--- src/hdl/tsa_pkg.sv ---
// shared types, constants and codes for the tent spectrum accumulator
`default_nettype none
package tsa_pkg;

    localparam int DEPTH_DEFAULT = 1024;
    localparam int IDX_W         = 17;

    // register map
    localparam logic [1:0] REG_BINS  = 2'd0;
    localparam logic [1:0] REG_START = 2'd1;
    localparam logic [1:0] REG_WIDTH = 2'd2;

    localparam logic [10:0] BINS_RESET  = 11'd1024;
    localparam logic [30:0] WIDTH_RESET = 31'd65536;

    // result status codes
    localparam logic [1:0] ST_ADD  = 2'd0;
    localparam logic [1:0] ST_DROP = 2'd1;
    localparam logic [1:0] ST_READ = 2'd2;

    localparam logic CMD_READ = 1'b1;

    // operand selects for the shared units
    localparam logic [1:0] MUL_SQ  = 2'd0;
    localparam logic [1:0] MUL_DEN = 2'd1;
    localparam logic [1:0] MUL_NUM = 2'd2;

    localparam logic [1:0] DIV_LO   = 2'd0;
    localparam logic [1:0] DIV_HI   = 2'd1;
    localparam logic [1:0] DIV_AREA = 2'd2;

    localparam int DIV_NW = 104;
    localparam int DIV_DW = 64;
    localparam int DIV_QW = 40;

    localparam logic signed [48:0] BIN_MAX = 49'sh0_7FFF_FFFF_FFFF;

    typedef struct packed {
        logic              command;
        logic signed [31:0] freq_a;
        logic signed [31:0] freq_b;
        logic signed [31:0] freq_c;
        logic [30:0]       amplitude;
        logic [9:0]        bin_index;
    } in_t;

    typedef struct packed {
        logic [1:0]         status;
        logic signed [47:0] bin_value;
    } out_t;

    typedef struct packed {
        logic [10:0]        bins_in_use;
        logic signed [31:0] start_frequency;
        logic [30:0]        bin_width;
    } cfg_t;

    typedef struct packed {
        logic       load;
        logic       clr_wr;
        logic       start_mul;
        logic [1:0] mul_sel;
        logic       start_div;
        logic [1:0] div_sel;
        logic       cap_lo;
        logic       cap_hi;
        logic       check;
        logic       eval;
        logic       cap_sq;
        logic       cap_den;
        logic       cap_num;
        logic       cap_area;
        logic       rd_cap;
        logic       mem_wr;
        logic       next_bin;
        logic       out_load;
    } cmd_t;

    typedef struct packed {
        logic in_read;
        logic trivial;
        logic drop;
        logic last;
        logic mul_done;
        logic div_done;
        logic out_free;
        logic clr_last;
    } sts_t;

endpackage
`default_nettype wire

--- src/hdl/tsa_ctrl.sv ---
// sequencer for read and tent add transactions
`default_nettype none
module tsa_ctrl (
    input  wire logic          clk,
    input  wire logic          rst_n,
    input  wire logic          in_valid,
    input  wire tsa_pkg::sts_t sts,
    output tsa_pkg::cmd_t      cmd,
    output logic               in_stall
);
    import tsa_pkg::*;

    typedef enum logic [20:0] {
        S_CLEAR     = 21'h000001,
        S_IDLE      = 21'h000002,
        S_RD        = 21'h000004,
        S_RD_DATA   = 21'h000008,
        S_DIV_LO    = 21'h000010,
        S_WAIT_LO   = 21'h000020,
        S_DIV_HI    = 21'h000040,
        S_WAIT_HI   = 21'h000080,
        S_CHECK     = 21'h000100,
        S_EVAL      = 21'h000200,
        S_MUL_SQ    = 21'h000400,
        S_WAIT_SQ   = 21'h000800,
        S_MUL_DEN   = 21'h001000,
        S_WAIT_DEN  = 21'h002000,
        S_MUL_NUM   = 21'h004000,
        S_WAIT_NUM  = 21'h008000,
        S_DIV_AREA  = 21'h010000,
        S_WAIT_AREA = 21'h020000,
        S_MEM_RD    = 21'h040000,
        S_MEM_WR    = 21'h080000,
        S_FIN       = 21'h100000
    } state_t;

    state_t state_reg;
    state_t state_next;

    always_ff @(posedge clk or negedge rst_n)
    begin
        if (!rst_n)
            state_reg <= S_CLEAR;
        else
            state_reg <= state_next;
    end

    always_comb
    begin
        state_next = state_reg;
        cmd        = '0;
        case (state_reg)
            S_CLEAR:
            begin
                cmd.clr_wr = 1'b1;
                if (sts.clr_last)
                    state_next = S_IDLE;
            end
            S_IDLE:
            begin
                if (in_valid)
                begin
                    cmd.load   = 1'b1;
                    state_next = sts.in_read ? S_RD : S_DIV_LO;
                end
            end
            S_RD:
                state_next = S_RD_DATA;
            S_RD_DATA:
            begin
                cmd.rd_cap = 1'b1;
                state_next = S_FIN;
            end
            S_DIV_LO:
            begin
                cmd.start_div = 1'b1;
                cmd.div_sel   = DIV_LO;
                state_next    = S_WAIT_LO;
            end
            S_WAIT_LO:
            begin
                if (sts.div_done)
                begin
                    cmd.cap_lo = 1'b1;
                    state_next = S_DIV_HI;
                end
            end
            S_DIV_HI:
            begin
                cmd.start_div = 1'b1;
                cmd.div_sel   = DIV_HI;
                state_next    = S_WAIT_HI;
            end
            S_WAIT_HI:
            begin
                if (sts.div_done)
                begin
                    cmd.cap_hi = 1'b1;
                    state_next = S_CHECK;
                end
            end
            S_CHECK:
            begin
                cmd.check  = 1'b1;
                state_next = sts.drop ? S_FIN : S_EVAL;
            end
            S_EVAL:
            begin
                cmd.eval   = 1'b1;
                state_next = sts.trivial ? S_MEM_RD : S_MUL_SQ;
            end
            S_MUL_SQ:
            begin
                cmd.start_mul = 1'b1;
                cmd.mul_sel   = MUL_SQ;
                state_next    = S_WAIT_SQ;
            end
            S_WAIT_SQ:
            begin
                if (sts.mul_done)
                begin
                    cmd.cap_sq = 1'b1;
                    state_next = S_MUL_DEN;
                end
            end
            S_MUL_DEN:
            begin
                cmd.start_mul = 1'b1;
                cmd.mul_sel   = MUL_DEN;
                state_next    = S_WAIT_DEN;
            end
            S_WAIT_DEN:
            begin
                if (sts.mul_done)
                begin
                    cmd.cap_den = 1'b1;
                    state_next  = S_MUL_NUM;
                end
            end
            S_MUL_NUM:
            begin
                cmd.start_mul = 1'b1;
                cmd.mul_sel   = MUL_NUM;
                state_next    = S_WAIT_NUM;
            end
            S_WAIT_NUM:
            begin
                if (sts.mul_done)
                begin
                    cmd.cap_num = 1'b1;
                    state_next  = S_DIV_AREA;
                end
            end
            S_DIV_AREA:
            begin
                cmd.start_div = 1'b1;
                cmd.div_sel   = DIV_AREA;
                state_next    = S_WAIT_AREA;
            end
            S_WAIT_AREA:
            begin
                cmd.div_sel = DIV_AREA;
                if (sts.div_done)
                begin
                    cmd.cap_area = 1'b1;
                    state_next   = S_MEM_RD;
                end
            end
            S_MEM_RD:
                state_next = S_MEM_WR;
            S_MEM_WR:
            begin
                cmd.mem_wr = 1'b1;
                if (sts.last)
                    state_next = S_FIN;
                else
                begin
                    cmd.next_bin = 1'b1;
                    state_next   = S_EVAL;
                end
            end
            S_FIN:
            begin
                if (sts.out_free)
                begin
                    cmd.out_load = 1'b1;
                    state_next   = S_IDLE;
                end
            end
            default:
                state_next = S_IDLE;
        endcase
    end

    assign in_stall = (state_reg != S_IDLE);
endmodule
`default_nettype wire

--- config.mk ---
export PLATFORM = sky130hd
export DESIGN_NAME = tsa_ctrl
export DESIGN_NICKNAME = d
export VERILOG_FILES = /design/src/hdl/tsa_pkg.sv /design/src/hdl/tsa_ctrl.sv
export SDC_FILE = /design/constraint.sdc
export NUM_CORES = 1
export LEC_CHECK = 0
export BUFFER_PORTS_ARGS = -buffer_cell sky130_fd_sc_hd__buf_2
export CAP_MARGIN = 20
export CORE_MARGIN = 1
export CORE_UTILIZATION = 32
export DETAILED_ROUTE_END_ITERATION = 7
export HOLD_SLACK_MARGIN = 0.03
export PLACE_DENSITY = 0.58
export SYNTH_ARGS = -nofsm -noshare
export SYNTH_HDL_FRONTEND = slang
export SYNTH_SLANG_ARGS = --single-unit
--- constraint.sdc ---
create_clock -name clk -period 2.36 [get_ports clk]
set_input_delay 0.236 -clock clk [delete_from_list [all_inputs] [get_ports clk]]
set_output_delay 0.236 -clock clk [all_outputs]
set_load 0.01 [all_outputs]
==> impl_metrics.ini, run 1 <==
[run_status]
status = complete, but fails checks
violations = negative setup slack

[route]
wl_per_cell_microns = 14.4
drc_errors = 0
vias_per_cell = 5.23
drt_pre_antenna_iters = 4
via_count = 1380
final_antenna_net_count = 0
drtIter0Drc = 71
drt-total-wl_microns = 3800

[synthesis]
synth-edff-count = 0
synthMostInstantiatedCell = dfrtp_1
ys_async_sr_fraction = 1.00
netlist_area_sq_um = 1420
seq_area_frac_synth = 0.371
synthCells = 159
synth_cell_types = 45
yosys.area.top_type = dfrtp_1
yosysTopAreaCellShare = 0.353
ys_ff_latch = 21
synth.cells.most_frequent = dfrtp_1 (20), nor2_1 (16), nand2b_1 (11), nor4_1 (11), nor3_1 (9)
yosysWarnings = 0
syn_area_per_cell_sq_um = 8.92
synth_fp_nets = 170
synth.area.top_cells = dfrtp_1 (35%), nand2b_1 (4.9%), nor4_1 (4.9%), nor2_1 (4.2%), nor3_1 (3.2%)
synthFlopType = dfrtp_1

[worst_hold_path]
hold_class = input port to flip-flop

[die]
die_y_microns = 68.6
die_area_sq_um = 4700
initial_core_util = 0.345
core_area_sq_um = 4120
ioPinCount = 32
chipWidth_microns = 68.6
num_rows = 23

[clocking]
clk_pin_slew_ns = 0.09
clk-insertion-delay-late_ns = 0.27
cts.sinks = 21
clockRootBuffer = clkbuf_8
cts_tree = yes
ctsLongestPathBuffers = 2
htreeDepth = 1
numCtsBuffers = 3

[finish]
num-nets-final = 226
final_layout_size_suffix_gt1_frac = 0.435
nFillCells = 405
antennaDiodeCount = 0
largest_register_ffs = 21
synthToLayoutAreaGrowth_pct = 41.7

[timing]
worstMarginPinSlew_ns = 0.487
relSlewSlack = 0.676
tns_ns = -0.168
fmax_ghz = 0.407
fin_ws_ns = -0.0992
fin_crit_sh = 1.04
rsz0062_at_grt = true
hold_violations = 0
fin_crit_ns = 2.46
slew_viol_final = 0
setup_viol = 2
worst_clock_skew_ns = 0.00595

[worst_setup_path]
crit_type = flip-flop to output pin
worst_ep_required_time_ns = 2.12
cp-start-kind = flip-flop
arrival_ns = 2.22
r2r_start = state_reg[11]
end_kind = output pin
cp-startpoint = state_reg[11]
r2r_cells = 7
cp-endpoint = cmd[19]
r2r_slack_ns = 0.14
crit_fanout = 3
rr_endpoint = state_reg[11]

[power_and_ir_drop]
peakVddDrop_mv = 0.359
p_leak_nw = 1.00
power_mw = 1.47
p_per_area_nw_per_um2 = 731

[global_routing]
antenna_found_initial = 0
track_usage = 0.169
grt_max_degree = 22
overflow = 0
grt_pass1_vias = 1223
grt_pass1_wl_microns = 5710

[flow_run]
maxCapViolations = 0

[place]
io_buffers = 31
hpwlAfterDp_microns = 2690
gp_congestion = 0.835
## through the flow
step | std cells | instance area (sq um) | hold WS [ns] | setup WS [ns] | utilization
after floorplan | 159 | 1420 | -0.0596 | 0.112 | -
after global placement | 248 | 1710 | 0.230 | 0.132 | 0.417
after detailed placement | 248 | 1710 | 0.232 | 0.0926 | 0.417
after CTS | 261 | 1880 | 0.0951 | -0.104 | 0.456
after global routing | 264 | 2010 | 0.0976 | -0.239 | 0.489
final | 264 | 2010 | 0.104 | -0.0992 | 0.489
## layout by cell type, fill, tap and decap left out, types with 3 or more instances in the layout
cell type,instances
dfrtp_1,16
buf_4,27
nand2b_1,10
o21ai_0,3
nand2_1,6
a21oi_1,4
buf_2,28
xnor2_1,3
dfrtp_2,4
inv_1,5
nor4_4,5
xor2_1,5
nand3_1,5
clkbuf_8,3
nor2_1,13
nand4_1,5
nor4_2,4
a21o_1,5
nor4_1,5
and2_1,3
buf_6,3
nor3_1,7
## layer usage
layer  track usage  share of wire
met1         0.226           0.47
met2         0.275           0.46
met3        0.0395          0.052
met4        0.0391         0.0089
met5             0              0
## how the worst min path moves through the flow
stage,startpoint,to,cells after the start
3_5_place_dp,rst_n,state_reg[18],1
4_1_cts,sts[0],state_reg[0],2
5_1_grt,sts[0],state_reg[0],2
6_report,sts[0],state_reg[0],2
2_1_floorplan,rst_n,state_reg[10],0
3_3_place_gp,rst_n,state_reg[18],1
## where the power goes
group	internal [mW]	total [mW]	switching, mW
clock	0.120	0.250	0.130
sequential	0.387	0.426	0.0390
combinational	0.378	0.795	0.417
total	0.884	1.47	0.587
## area by class of cell
| cell class | count | area [sq um] | share of cell area |
|---|---|---|---|
| Clock buffer | 3 | 41.3 | 0.0205 |
| Clock inverter | 1 | 7.51 | 0.00373 |
| Inverter | 6 | 22.5 | 0.0112 |
| Multi-Input combinational cell | 124 | 958 | 0.477 |
| Sequential cell | 21 | 532 | 0.264 |
| Tap cell | 50 | 62.6 | 0.0311 |
| Timing Repair Buffer | 59 | 387 | 0.192 |
## repair_timing
item / CTS / global route
hold buffers: 1 / 0
resized for setup: 9 / 24
pin swaps: 5 / 8
buffers inserted: 8 / 3
hold endpoints to repair: 20 / 0
setup endpoints to repair: 12 / 16
## kinds of logic after synthesis
| logic type | after synthesis | share of synthesized area |
|---|---|---|
| simple gates | 93 | 0.422 |
| buf+inv | 14 | 0.0459 |
| compound gates | 23 | 0.112 |
| flops | 21 | 0.371 |
| xor+xnor | 8 | 0.0494 |
## critical path, stage by stage, from the launching register on
cell and delay, ns:
dfrtp_2 0.44, nor4_4 0.34, nand2b_1 0.12, or4_4 0.55, nor3b_4 0.22, and2_1 0.16
buf_2 0.13
Power figures use the tool's default switching activity.
==> inputs of run 2 (changes only) <==
- SKIP_CTS_REPAIR_TIMING: unset -> 1
==> run 2 against run 1 <==
Effect of this change:
- the flow still finishes with violations (negative setup slack)
- power fell by 3.2%
- register-to-register slack improved by 0.06 ns
- first-iteration DRC count fell by 41%
- clock power barely moved
- sequential power barely moved
- design area fell by 2.4%
- global-route usage fell by 0.63 points
- clock skew rose by 0.00093 ns
- routed wire length fell by 3.6%
- cell count fell by 3.0%
==> impl_metrics.ini, run 2 (synthesis results as in run 1) <==
[finish]
synthToLayoutAreaGrowth_pct = 38.3
layout_commonest_cell = buf_2
finalInstanceArea_sq_um = 1960
antennaDiodeCount = 0
largest_register_ffs = 21
final_cell_mix = buf_2 (27), buf_4 (18), dfrtp_1 (17)
nFillCells = 417
final_layout_size_suffix_gt1_frac = 0.417
num-nets-final = 218

[power_and_ir_drop]
p_leak_nw = 0.966
peakVddDrop_mv = 0.330
p_per_area_nw_per_um2 = 726

[global_routing]
grt_max_degree = 22
grt_pass1_vias = 1164
track_usage = 0.163
overflow = 0
antenna_found_initial = 0
grt_pass1_wl_microns = 5490

[timing]
fin_ws_ns = -0.140
worstMarginPinSlew_ns = 0.491
fmax_ghz = 0.400
hold_violations = 0
slew_viol_final = 0
rsz0062_at_grt = true
fin_crit_ns = 2.50
worst_clock_skew_ns = 0.00688
relSlewSlack = 0.673
fin_crit_sh = 1.06
setup_viol = 2

[run_status]
status = complete, but fails checks
violations = negative setup slack

[clocking]
cts.sinks = 21
htreeDepth = 1
numCtsBuffers = 3
clk_pin_slew_ns = 0.08
clk-insertion-delay-late_ns = 0.27
clockRootBuffer = clkbuf_8
cts_tree = yes
ctsLongestPathBuffers = 2

[worst_setup_path]
worst_ep_required_time_ns = 2.12
cpLargestDelayFamily = simple AND/OR/NAND/NOR gates
critPathSlowestCell = or4_4
crit_fanout = 4
crit_type = flip-flop to output pin
path_depth = 6
cp-start-kind = flip-flop
arrival_ns = 2.26
path_cells = nor4_4 -> nand2b_1 -> or4_4 -> nor3b_4 -> and2_4 -> buf_6
r2r_cells = 7
end_kind = output pin
cp.buffers_inverters = 1
cpPeakStageDelay_ns = 0.56

[die]
core_area_sq_um = 4120
ioPinCount = 32
die_y_microns = 68.6
die_area_sq_um = 4700
chipWidth_microns = 68.6
num_rows = 23
initial_core_util = 0.345

[route]
drt-total-wl_microns = 3660
final_antenna_net_count = 0
via_count = 1364
wl_per_cell_microns = 14.3
drtIter0Drc = 42
drt_pre_antenna_iters = 4
drc_errors = 0
vias_per_cell = 5.33

[worst_hold_path]
hold_depth = 2
hold_class = input port to flip-flop

[place]
dp_slack_ns = 0.0926
io_buffers = 31
gp_congestion = 0.835
placed_area_sq_um = 1710
hpwlAfterDp_microns = 2690

[flow_run]
maxCapViolations = 0
## run 2: path summary, 6_finish.rpt
path / startpoint / endpoint / slack [ns]
max: state_reg[10] / cmd[19] / -0.14
min: sts[0] / state_reg[0] / 0.11
max reg2reg: state_reg[6] / state_reg[7] / 0.20
min reg2reg: state_reg[20] / state_reg[19] / 0.54
max in group asynchronous: rst_n / state_reg[2] / 1.54
min in group asynchronous: rst_n / state_reg[16] / 0.46
## run 2: final cells by class
class / count / area (sq um) / area share
timing repair buffer: 51 / 337 / 0.172
clock inverter: 1 / 7.51 / 0.00383
clock buffer: 3 / 41.3 / 0.0210
multi-input combinational: 124 / 961 / 0.490
inverter: 6 / 22.5 / 0.0115
sequential: 21 / 531 / 0.270
tap: 50 / 62.6 / 0.0319
## run 2: routing by layer
metal / global-route usage / vias up / wire, microns
met5: 0 / - / 0
met4: 0.0391 / 0 / 19
met3: 0.0395 / 2 / 193
met2: 0.257 / 34 / 1700
met1: 0.221 / 652 / 1750
li1: - / 676 / -
## run 2: stage by stage
| step | setup TNS, ns | utilization | total power, mW | hold slack (ns) | cells |
|---|---|---|---|---|---|
| 6_report | -0.190 | 0.477 | 1.42 | 0.108 | 256 |
| 3_3_place_gp | 0 | 0.417 | 1.03 | 0.230 | 248 |
| 4_1_cts | -0.993 | 0.428 | 1.28 | -0.0662 | 252 |
| 3_5_place_dp | 0 | 0.417 | 1.03 | 0.232 | 248 |
| 5_1_grt | -0.786 | 0.477 | 1.53 | 0.0988 | 256 |
| 2_1_floorplan | 0 | - | 0.823 | -0.0596 | 159 |
## run 2: worst register-to-register path: cells and delay by family, from the launching register on
| family | cells | cell delay [ns] |
|---|---|---|
| simple gates | 3 | 0.90 |
| compound gates | 3 | 0.58 |
| buf+inv | 1 | 0.18 |
| flops | 1 | 0.45 |
## run 2: power breakdown
group / switching [mW] / leakage [nW] / total (mW) / internal [mW]
Sequential: 0.0366 / 0.281 / 0.423 / 0.387
Combinational: 0.408 / 0.663 / 0.750 / 0.342
Clock: 0.132 / 0.0217 / 0.251 / 0.120
